[config.mk]
export PLATFORM = sky130hd
export DESIGN_NAME = kts_ctrl
export DESIGN_NICKNAME = d
export VERILOG_FILES = /design/src/kts_pkg.sv /design/src/kts_ctrl.sv
export SDC_FILE = /design/constraint.sdc
export NUM_CORES = 1
export LEC_CHECK = 0
export BUFFER_PORTS_ARGS = -buffer_cell sky130_fd_sc_hd__buf_2
export CORE_AREA = 4 4 41 43
export CTS_BUF_LIST = sky130_fd_sc_hd__clkbuf_2 sky130_fd_sc_hd__clkbuf_4 sky130_fd_sc_hd__clkbuf_8
export CTS_CLUSTER_DIAMETER = 30
export DETAILED_ROUTE_END_ITERATION = 7
export DIE_AREA = 0 0 45 47
export GPL_ROUTABILITY_DRIVEN = 0
export PLACE_DENSITY = 0.71
export SETUP_SLACK_MARGIN = 0.3
export SLEW_MARGIN = 5
export SYNTH_ARGS = -nofsm -noshare
export SYNTH_HDL_FRONTEND = slang
export SYNTH_SLANG_ARGS = --single-unit
[constraint.sdc]
create_clock -name clk -period 1.4 [get_ports clk]
set_input_delay 0.28 -clock clk [delete_from_list [all_inputs] [get_ports clk]]
set_output_delay 0.28 -clock clk [all_outputs]
set_load 0.01 [all_outputs]
[src/kts_pkg.sv]
`default_nettype none
package kts_pkg;

    localparam int KTS_KEYS = 64;

    // command and field widths fixed by the interface
    localparam int IDX_W   = 6;
    localparam int CNT_W   = 7;
    localparam int WORD_W  = 32;
    localparam int BLEND_W = 17;
    localparam int FRAC_W  = 16;

    // configuration register indexes
    localparam logic CFG_KEY_COUNT = 1'b0;
    localparam logic CFG_DURATION  = 1'b1;

    // beat kinds on s_tuser
    localparam logic CMD_LOAD   = 1'b0;
    localparam logic CMD_SAMPLE = 1'b1;

    typedef struct packed {
        logic load;       // write slot from accepted beat
        logic start;      // latch query, seed search
        logic rd_next;    // read key frame+1
        logic step;       // frame <= frame + 1
        logic rd_a;       // read key frame, work out next
        logic rd_b;       // read key next
        logic cap_a;      // capture key before
        logic cap_b;      // capture key after, form gap and offset
        logic save_start; // cache frame for the next search
        logic f_one;      // factor saturates at one
        logic div_init;
        logic div_step;
        logic mul;
        logic acc;
        logic emit;
    } kts_cmd_t;

    typedef struct packed {
        logic n_zero;
        logic n_lt2;
        logic frame_last;
        logic ge_next;
        logic div_skip;
        logic div_sat;
        logic div_done;
        logic comp_last;
        logic out_busy;
    } kts_sts_t;

endpackage
`default_nettype wire

[src/kts_ctrl.sv]
`default_nettype none
module kts_ctrl
    import kts_pkg::*;
(
    input  wire logic     clk,
    input  wire logic     rst_n,
    input  wire logic     in_valid,
    input  wire logic     in_kind,
    output logic          in_ready,
    input  wire kts_sts_t sts,
    output kts_cmd_t      cmd
);

    localparam logic [3:0] S_IDLE = 4'd0;
    localparam logic [3:0] S_SRD  = 4'd1;
    localparam logic [3:0] S_SCMP = 4'd2;
    localparam logic [3:0] S_RA   = 4'd3;
    localparam logic [3:0] S_RB   = 4'd4;
    localparam logic [3:0] S_GAP  = 4'd5;
    localparam logic [3:0] S_DCHK = 4'd6;
    localparam logic [3:0] S_DIV  = 4'd7;
    localparam logic [3:0] S_MUL  = 4'd8;
    localparam logic [3:0] S_ADD  = 4'd9;
    localparam logic [3:0] S_OUT  = 4'd10;

    logic [3:0] state_reg;
    logic [3:0] state_next;
    logic       accept;

    assign in_ready = (state_reg == S_IDLE);
    assign accept   = in_valid && in_ready;

    always_comb
    begin
        cmd        = '0;
        state_next = state_reg;
        case (state_reg)
            S_IDLE:
            begin
                if (accept)
                begin
                    if (in_kind == CMD_LOAD)
                    begin
                        cmd.load = 1'b1;
                    end
                    else
                    begin
                        cmd.start = 1'b1;
                        if (sts.n_zero)
                            state_next = S_MUL;
                        else if (sts.n_lt2)
                            state_next = S_RA;
                        else
                            state_next = S_SRD;
                    end
                end
            end
            S_SRD:
            begin
                if (sts.frame_last)
                begin
                    state_next = S_RA;
                end
                else
                begin
                    cmd.rd_next = 1'b1;
                    state_next  = S_SCMP;
                end
            end
            S_SCMP:
            begin
                if (sts.ge_next)
                begin
                    cmd.step   = 1'b1;
                    state_next = S_SRD;
                end
                else
                begin
                    state_next = S_RA;
                end
            end
            S_RA:
            begin
                cmd.rd_a       = 1'b1;
                cmd.save_start = !sts.n_lt2;
                state_next     = S_RB;
            end
            S_RB:
            begin
                cmd.cap_a  = 1'b1;
                cmd.rd_b   = 1'b1;
                state_next = S_GAP;
            end
            S_GAP:
            begin
                cmd.cap_b  = 1'b1;
                state_next = S_DCHK;
            end
            S_DCHK:
            begin
                if (sts.n_lt2 || sts.div_skip)
                begin
                    state_next = S_MUL;
                end
                else if (sts.div_sat)
                begin
                    cmd.f_one  = 1'b1;
                    state_next = S_MUL;
                end
                else
                begin
                    cmd.div_init = 1'b1;
                    state_next   = S_DIV;
                end
            end
            S_DIV:
            begin
                cmd.div_step = 1'b1;
                if (sts.div_done)
                    state_next = S_MUL;
            end
            S_MUL:
            begin
                cmd.mul    = 1'b1;
                state_next = S_ADD;
            end
            S_ADD:
            begin
                cmd.acc    = 1'b1;
                state_next = sts.comp_last ? S_OUT : S_MUL;
            end
            S_OUT:
            begin
                if (!sts.out_busy)
                begin
                    cmd.emit   = 1'b1;
                    state_next = S_IDLE;
                end
            end
            default:
            begin
                state_next = S_IDLE;
            end
        endcase
    end

    always_ff @(posedge clk or negedge rst_n)
    begin
        if (!rst_n)
            state_reg <= S_IDLE;
        else
            state_reg <= state_next;
    end

    a_emit_free: assert property (@(posedge clk) disable iff (!rst_n)
        cmd.emit |-> !sts.out_busy)
        else $error("result emitted over an untaken beat");

    a_emit_idle: assert property (@(posedge clk) disable iff (!rst_n)
        cmd.emit |=> state_reg == S_IDLE)
        else $error("no return to idle after emit");

    a_cmp_after_rd: assert property (@(posedge clk) disable iff (!rst_n)
        state_reg == S_SCMP |-> $past(cmd.rd_next))
        else $error("compare without a search read");

    a_div_from_init: assert property (@(posedge clk) disable iff (!rst_n)
        (state_reg == S_DIV && $past(state_reg) != S_DIV) |-> $past(cmd.div_init))
        else $error("divide entered without init");

endmodule
`default_nettype wire

==> results of run 1 <==
synth_stat cells (2+ instances only):
master                     number
sky130_fd_sc_hd__a21oi_1        3
sky130_fd_sc_hd__buf_2          3
sky130_fd_sc_hd__clkbuf_1       2
sky130_fd_sc_hd__dfrtp_1        4
sky130_fd_sc_hd__inv_1          3
sky130_fd_sc_hd__nand2_1        7
sky130_fd_sc_hd__nand2b_1       3
sky130_fd_sc_hd__nor2_1         9
sky130_fd_sc_hd__nor3_1         6
sky130_fd_sc_hd__nor4_1         2
sky130_fd_sc_hd__nor4bb_1       2
sky130_fd_sc_hd__o21ai_0        2
sky130_fd_sc_hd__o21ai_1        2
layer usage:
metal / part of all wire [%] / GRT usage [%]
met5: 0 / 0
met1: 38 / 22.33
met3: 4.2 / 3.831
met4: 2.8 / 11.70
met2: 55 / 37.01
through the flow:
step	area, um^2	TNS (ns)
5_1_grt	1180	-4.347
3_3_place_gp	837.1	-0.2264
6_report	1180	-3.520
3_5_place_dp	837.1	-0.2874
2_1_floorplan	650.6	0
4_1_cts	1020	-2.743
worst max-delay path, cell delays in order (launching register included):
cell and delay (ns):
sky130_fd_sc_hd__dfrtp_2 0.45, sky130_fd_sc_hd__nor4_4 0.40, sky130_fd_sc_hd__nand2_1 0.12, sky130_fd_sc_hd__nor2_2 0.09, sky130_fd_sc_hd__buf_2 0.13
cell usage in the layout (no fill, tap or decap), drive strengths merged, types with 2 or more instances in the layout:
| cell | n |
|---|---|
| buf | 59 |
| nor2 | 9 |
| nor3 | 7 |
| nand2 | 7 |
| nand2b | 4 |
| clkbuf | 4 |
| dfrtp | 4 |
| o21ai | 4 |
| a21oi | 3 |
| inv | 3 |
| nor4 | 3 |
| nor4bb | 2 |
how the worst min path moves through the flow:
stage,startpoint,endpoint,slack [ns]
floorplan,rst_n,state_reg[0],-0.02
CTS,sts[2],state_reg[0],0.29
global placement,rst_n,state_reg[0],0.08
finish,sts[2],state_reg[0],0.31
global route,sts[2],state_reg[0],0.32
detailed placement,rst_n,state_reg[1],0.09
logic make-up after synthesis:
group / share of synthesized area (%)
flip-flops: 21.11
multiplexers: 2.111
AO/OA/AOI/OAI: 19.79
buffers and inverters: 8.707
AND/OR/NAND/NOR: 48.29
power groups by stage:
stage	clock network (mW)	registers, mW	logic (mW)
3_5_place_dp	0	0.332	1.18
2_1_floorplan	0	0.229	0.977
4_1_cts	0.187	0.335	1.55
3_3_place_gp	0	0.330	1.16
5_1_grt	0.195	0.327	2.21
6_report	0.183	0.324	2.10
what timing repair did:
| item | CTS | global route |
|---|---|---|
| setup endpoints to repair | 20 | 20 |
| hold buffers | 1 | 0 |
| pin swaps | 13 | 9 |
| endpoints found under the hold margin | 4 | 0 |
| gates resized for setup | 20 | 19 |
| buffers inserted | 9 | 10 |
cell type report:
type,instances,share of cell area [%]
Inverter,3,0.9544
Sequential cell,4,8.908
Tap cell,15,1.591
Clock buffer,4,2.545
Timing Repair Buffer,60,37.75
Multi-Input combinational cell,54,48.25
==> flow_summary.yaml, run 1 <==
critical_path:
  setup.reg_to_reg.worst_slack_ns: -0.23
  worstPathMaxFanout: 5
  worst_setup_path_endpoint: "cmd[14]"
  critical_path.reg2reg.startpoint: "state_reg[0]"
  critPathKind: "flop to output port"
  critical_path_arrival_ns: 1.44
  count_of_cells_along_the_worst_register_to_register_path: 5
  end_kind: "output port"
  timing.critical_path.from_type: "flop"
  timing.critical_path.from: "state_reg[1]"
  worstReg2RegEnd: "state_reg[3]"
  cp.required_ns: 1.12
pwr:
  report.power.total_mw: 2.607
  p_seq_share_pct: 12.4
  power_frac_comb_pct: 80.6
  swShare_pct: 46.06
  vdd_ir_drop_max_mv: 1.617
  p_int_mw: 1.406
  switching_power_mw: 1.201
  pwrdens_mw_per_mm2: 2210
  p_leak_nw: 0.5663
  power_share_of_the_clock_group_pct: 7.0
clocking:
  clock_latency_ns: 0.24
  tritoncts: "done"
  cts-root-buf: "sky130_fd_sc_hd__clkbuf_4"
  cts.path.max_buffers: 2
  cts-buffers-inserted: 3
  clock_tree.htree_level_count: 1
  clock_edge_transition_at_the_registers_on_the_reported_setup_and_hold_paths_ns: 0.04
  cts.sink_count: 4
placed_design:
  port_buffers: 28
  place_ws_ns: -0.08408
  dp_hpwl_um: 1279
  placed_cells_incl_taps: 116
synth:
  postSynthCellCount: 67
  yosys_warnings: 0
  mappedNetlistArea_um2: 474.2
  largest_area_contributor_in_the_netlist: "sky130_fd_sc_hd__dfrtp_1"
  synth_flop_cell: "sky130_fd_sc_hd__dfrtp_1"
  ys_types: 32
  register_bit_total_from_synthesis: 4
  postSynth.asyncResetShare_pct: 100.0
  synth.top_cells.by_area: "sky130_fd_sc_hd__dfrtp_1 (21%), sky130_fd_sc_hd__nor2_1 (7.1%), sky130_fd_sc_hd__nor3_1 (6.3%), sky130_fd_sc_hd__nand2_1 (5.5%), sky130_fd_sc_hd__nor4bb_1 (4.2%)"
  synth.yosys.seq_area_share_pct: 21.11
  synthesized_net_count: 80
  mean_post_synth_cell_area_um2: 7.078
  synth-edff-count: 0
  netlist.area_leader.share_pct: 21.11
timing:
  worstMarginPinSlew_ns: 0.3428
  min_period_ns: 1.721
  fmaxAchievable_mhz: 581.1
  slew_violations: 0
  rsz_0062_raised_after_global_routing: "true"
  post-route-worst-setup-slack_ns: -0.3209
  report.final.setup_viol: 20
  finClkSkew_ns: 0.004638
  period_share_pct: 122.9
  worst_slew_margin_rel_pct: 76.97
  finalHoldViolations: 0
  fin_worst_hold_slack_ns: 0.3098
grt:
  global_route.overflow_total: 0
  initial_antenna_violation_count: 0
  wire_length_of_the_first_global_routing_pass_um: 3077
  grt_max_degree: 9
  grt_util_all_layers_pct: 20.46
  grt_pass1_vias: 672
final_layout:
  stdcell_count: 140
  synthToLayoutAreaGrowth_pct: 148.8
  layout-drive-gt1-share_pct: 79.20
  multi_input_comb_area_um2: 569.3
  antenna_cells_inserted: 0
  seq_area_um2: 105.1
  largest_register_ff_count: 4
  final_net_count: 139
  filler_cell_count: 56
  final_core_util_pct: 90.67
floorplan:
  placement_rows: 13
  core_area_mm2: 0.001301
  die_outline_width_um: 45
  num_io_pins: 29
  die-height_um: 47
  starting_density_of_the_core_pct: 36.44
  die_area_mm2: 0.002115
route:
  route.vias.total: 775
  route.detailed.wl_per_inst_um: 18.87
  routed_wirelength_um: 2642
  drc: 0
  via_per_inst: 5.536
  drt_first_iter_violations: 7
  ant_nets: 0
  drtPass1Iterations: 4
worst_hold_path:
  worstHoldPathType: "input pin to flop"
  min_delay_path_depth: 2
flow_run:
  drv_cap: 0
status:
  failed_checks: "negative setup slack"
  status: "finished with violations"
Power figures use the tool's default switching activity.
==> inputs of run 2 (changes only) <==
--- a/config.mk
+++ b/config.mk
@@ -12,7 +12,7 @@
 export DETAILED_ROUTE_END_ITERATION = 7
 export DIE_AREA = 0 0 45 47
 export GPL_ROUTABILITY_DRIVEN = 0
-export PLACE_DENSITY = 0.71
+export PLACE_DENSITY = 0.73
 export SETUP_SLACK_MARGIN = 0.3
 export SLEW_MARGIN = 5
 export SYNTH_ARGS = -nofsm -noshare
==> flow_summary.yaml, run 2 (synthesized netlist as in run 1, its figures left out) <==
grt:
  grt_max_degree: 9
  global_route.overflow_total: 0
  grt_util_all_layers_pct: 19.35
  initial_antenna_violation_count: 0
  wire_length_of_the_first_global_routing_pass_um: 2973
  grt_pass1_vias: 695
pwr:
  power_share_of_the_clock_group_pct: 7.3
  p_int_mw: 1.256
  pwrdens_mw_per_mm2: 2117
  p_leak_nw: 0.5368
  swShare_pct: 46.32
  p_seq_share_pct: 13.7
  power_frac_comb_pct: 79.0
  vdd_ir_drop_max_mv: 1.691
  switching_power_mw: 1.084
placed_design:
  place_ws_ns: -0.1557
  port_buffers: 28
  placed_cells_incl_taps: 116
  dp_hpwl_um: 1408
  dpl_cell_area_um2: 837.1
final_layout:
  final_area_mm2: 0.001105
  largest_register_ff_count: 4
  layout_common_cells: "sky130_fd_sc_hd__buf_2 (28), sky130_fd_sc_hd__buf_4 (17), sky130_fd_sc_hd__buf_6 (11)"
  layout_commonest_cell: "sky130_fd_sc_hd__buf_2"
  stdcell_count: 137
  final_core_util_pct: 84.90
  final_net_count: 136
  layout-drive-gt1-share_pct: 75.41
  synthToLayoutAreaGrowth_pct: 133.0
  antenna_cells_inserted: 0
critical_path:
  critical_path_arrival_ns: 1.40
  end_kind: "output port"
  critical_path.reg2reg.startpoint: "state_reg[2]"
  timing.critical_path.from_type: "flop"
  cp.required_ns: 1.12
  critPathKind: "flop to output port"
  setup.reg_to_reg.worst_slack_ns: -0.23
  worstPathMaxFanout: 4
  timing.critical_path.from: "state_reg[1]"
timing:
  worstMarginPinSlew_ns: 0.3127
  min_period_ns: 1.678
  rsz_0062_raised_after_global_routing: "true"
  period_share_pct: 119.8
  report.final.setup_viol: 19
  post-route-worst-setup-slack_ns: -0.2777
  finClkSkew_ns: 0.009599
  finalHoldViolations: 0
  slew_violations: 0
  fin_worst_hold_slack_ns: 0.3617
  worst_slew_margin_rel_pct: 79.16
  fmaxAchievable_mhz: 596.1
clocking:
  clock_latency_ns: 0.23
  tritoncts: "done"
  clock_edge_transition_at_the_registers_on_the_reported_setup_and_hold_paths_ns: 0.04
  clock_tree.htree_level_count: 1
  cts.sink_count: 4
  cts-root-buf: "sky130_fd_sc_hd__clkbuf_4"
  cts-buffers-inserted: 3
  cts.path.max_buffers: 2
status:
  failed_checks: "negative setup slack"
  status: "finished with violations"
route:
  drt_first_iter_violations: 25
  route.vias.total: 726
  via_per_inst: 5.299
  ant_nets: 0
  drc: 0
  routed_wirelength_um: 2261
  route.detailed.wl_per_inst_um: 16.50
  drtPass1Iterations: 4
floorplan:
  num_io_pins: 29
  core_area_mm2: 0.001301
  die-height_um: 47
  die_area_mm2: 0.002115
  starting_density_of_the_core_pct: 36.44
  die_outline_width_um: 45
  placement_rows: 13
flow_run:
  drv_cap: 0
worst_hold_path:
  worstHoldPathType: "input pin to flop"
  holdCritStartpoint: "sts[0]"
run 2: worst max-delay path, stage by stage, from the launching register on:
cell,delay (ns)
sky130_fd_sc_hd__dfrtp_2,0.45
sky130_fd_sc_hd__nor4_4,0.36
sky130_fd_sc_hd__and3_1,0.21
sky130_fd_sc_hd__buf_2,0.14
run 2: worst paths after layout:
kind	cells past startpoint	endpoint
worst max-delay path	3	cmd[13]
max in group asynchronous	2	state_reg[0]
worst min-delay path	2	state_reg[3]
worst max register to register	5	state_reg[3]
min in group asynchronous	2	state_reg[1]
worst min register to register	1	state_reg[1]
run 2: through the flow:
step / setup TNS [ns] / power [mW]
finish: -3.375 / 2.339
global route: -4.555 / 2.485
CTS: -2.916 / 1.892
detailed placement: -0.5113 / 1.527
global placement: -0.2447 / 1.496
floorplan: 0 / 1.206
run 2: what timing repair did:
| action | in CTS | in global routing |
|---|---|---|
| setup endpoints to repair | 20 | 20 |
| gates cloned | 0 | 0 |
| pin swaps | 8 | 13 |
| endpoints found under the hold margin | 4 | 0 |
| buffers inserted | 6 | 10 |
| hold buffers | 1 | 0 |
| resized for setup | 8 | 19 |
run 2: final cells by class:
class / instances / area [um^2]
Clock buffer: 4 / 30.03
Fill cell: 71 / 196.4
Timing Repair Buffer: 57 / 401.6
Sequential cell: 4 / 105.1
Tap cell: 15 / 18.77
Inverter: 3 / 11.26
Multi-Input combinational cell: 54 / 538.0
run 2: routing by layer:
layer / track usage, % / vias up / routed length (um)
met5: 0 / - / 0
met4: 8.772 / 0 / 55
met3: 1.149 / 6 / 120
met2: 35.31 / 31 / 1222
met1: 23.22 / 333 / 862
li1: - / 356 / -
run 2: power by group through the flow:
stage	Clock, mW	Combinational, mW	Sequential, mW
after floorplan	0	0.977	0.229
after global routing	0.193	1.96	0.329
after global placement	0	1.17	0.330
after CTS	0.180	1.41	0.302
after detailed placement	0	1.19	0.336
final	0.171	1.85	0.321
==> inputs of run 3 (changes only) <==
==> constraint.sdc (replaced) <==
create_clock -name clk -period 1.4 [get_ports clk]
set_input_delay 0.21 -clock clk [delete_from_list [all_inputs] [get_ports clk]]
set_output_delay 0.21 -clock clk [all_outputs]
set_load 0.01 [all_outputs]
==> flow_summary.yaml, run 3 (synthesized netlist as in run 1, its figures left out) <==
status:
  status: "finished with violations"
  failed_checks: "negative setup slack"
worst_hold_path:
  worstHoldPathType: "input pin to flop"
timing:
  fmaxAchievable_mhz: 621.8
  min_period_ns: 1.608
  report.final.setup_viol: 19
  slew_violations: 0
  period_share_pct: 114.9
  finalHoldViolations: 0
  worst_slew_margin_rel_pct: 78.61
  post-route-worst-setup-slack_ns: -0.2082
  fin_worst_hold_slack_ns: 0.2681
  worstMarginPinSlew_ns: 0.3188
  rsz_0062_raised_after_global_routing: "true"
  finClkSkew_ns: 0.007742
critical_path:
  worstPathMaxFanout: 4
  cp.required_ns: 1.19
  critPathKind: "flop to output port"
  timing.critical_path.from_type: "flop"
  end_kind: "output port"
  critical_path_arrival_ns: 1.40
final_layout:
  layout_common_cells: "sky130_fd_sc_hd__buf_2 (27), sky130_fd_sc_hd__buf_6 (12), sky130_fd_sc_hd__buf_4 (11)"
  final_net_count: 133
  antenna_cells_inserted: 0
  largest_register_ff_count: 4
  layout-drive-gt1-share_pct: 69.75
  layout_commonest_cell: "sky130_fd_sc_hd__buf_2"
  final_core_util_pct: 83.37
  synthToLayoutAreaGrowth_pct: 128.8
pwr:
  pwrdens_mw_per_mm2: 2171
  p_leak_nw: 0.5257
  vdd_ir_drop_max_mv: 1.551
floorplan:
  placement_rows: 13
  die-height_um: 47
  die_outline_width_um: 45
  num_io_pins: 29
  die_area_mm2: 0.002115
  core_area_mm2: 0.001301
  starting_density_of_the_core_pct: 36.44
placed_design:
  port_buffers: 28
  dp_hpwl_um: 1351
grt:
  global_route.overflow_total: 0
  grt_util_all_layers_pct: 21.70
  wire_length_of_the_first_global_routing_pass_um: 3291
  grt_max_degree: 10
  initial_antenna_violation_count: 0
  grt_pass1_vias: 746
clocking:
  cts.sink_count: 4
  cts-root-buf: "sky130_fd_sc_hd__clkbuf_4"
  tritoncts: "done"
  clock_latency_ns: 0.23
  cts.path.max_buffers: 2
  clock_edge_transition_at_the_registers_on_the_reported_setup_and_hold_paths_ns: 0.04
  cts-buffers-inserted: 3
  clock_tree.htree_level_count: 1
route:
  route.vias.total: 753
  drc: 0
  routed_wirelength_um: 2277
  drt_first_iter_violations: 30
  via_per_inst: 5.619
  ant_nets: 0
  route.detailed.wl_per_inst_um: 16.99
  drtPass1Iterations: 4
flow_run:
  drv_cap: 0
run 3: cell count changes in the layout (fill, tap and decap cells not counted), sizes merged:
cell,before,now
buf,56,53
run 3: timing repair:
item | in CTS | in global routing
setup endpoints to repair | 20 | 20
endpoints found under the hold margin | 4 | 0
gates resized for setup | 19 | 6
hold buffers | 1 | 0
pin swaps | 11 | 1
buffers inserted | 12 | 2
run 3: worst paths after layout:
path | from | to | slack, ns | cells after the start
max | state_reg[2] | cmd[14] | -0.21 | 5
min | sts[2] | state_reg[0] | 0.27 | 2
max reg2reg | state_reg[3] | state_reg[3] | -0.17 | 4
min reg2reg | state_reg[3] | state_reg[2] | 0.73 | 2
max in group asynchronous | rst_n | state_reg[1] | 0.94 | 2
min in group asynchronous | rst_n | state_reg[3] | 0.32 | 2
run 3: power by group:
group	total, mW	leakage (nW)	switching [mW]	internal (mW)
registers	0.281	0.0464	0.102	0.180
clock network	0.171	0.0184	0.0448	0.126
logic	1.90	0.461	0.912	0.991
run 3: cell type report:
type / instances / area [um^2]
Clock buffer: 4 / 30.03
Inverter: 3 / 11.26
Fill cell: 73 / 216.5
Tap cell: 15 / 18.77
Sequential cell: 4 / 105.1
Timing Repair Buffer: 54 / 417.9
Multi-Input combinational cell: 54 / 501.7
run 3: metrics by stage:
step	area (um^2)	setup TNS (ns)	total power [mW]	worst slack, ns	instances
floorplan	641.9	0	1.202	0.1110	67
global placement	818.3	0	1.484	0.007819	115
detailed placement	818.3	-0.04461	1.502	-0.02373	115
CTS	1046	-1.605	2.176	-0.1426	132
global route	1085	-2.958	2.492	-0.2516	134
finish	1085	-2.047	2.355	-0.2082	134
run 3: routing by layer:
metal  global-route usage, %  routed length (um)
met1                   24.77                 849
met4                   15.20                  92
met3                   1.533                 192
met2                   38.42                1143
met5                       0                   0
run 3: worst max-delay path, stage by stage (launching register included):
cell and delay (ns):
sky130_fd_sc_hd__dfrtp_2 0.44, sky130_fd_sc_hd__buf_6 0.14, sky130_fd_sc_hd__nor4_4 0.19, sky130_fd_sc_hd__nand2_1 0.10, sky130_fd_sc_hd__nor2_1 0.13, sky130_fd_sc_hd__buf_2 0.15
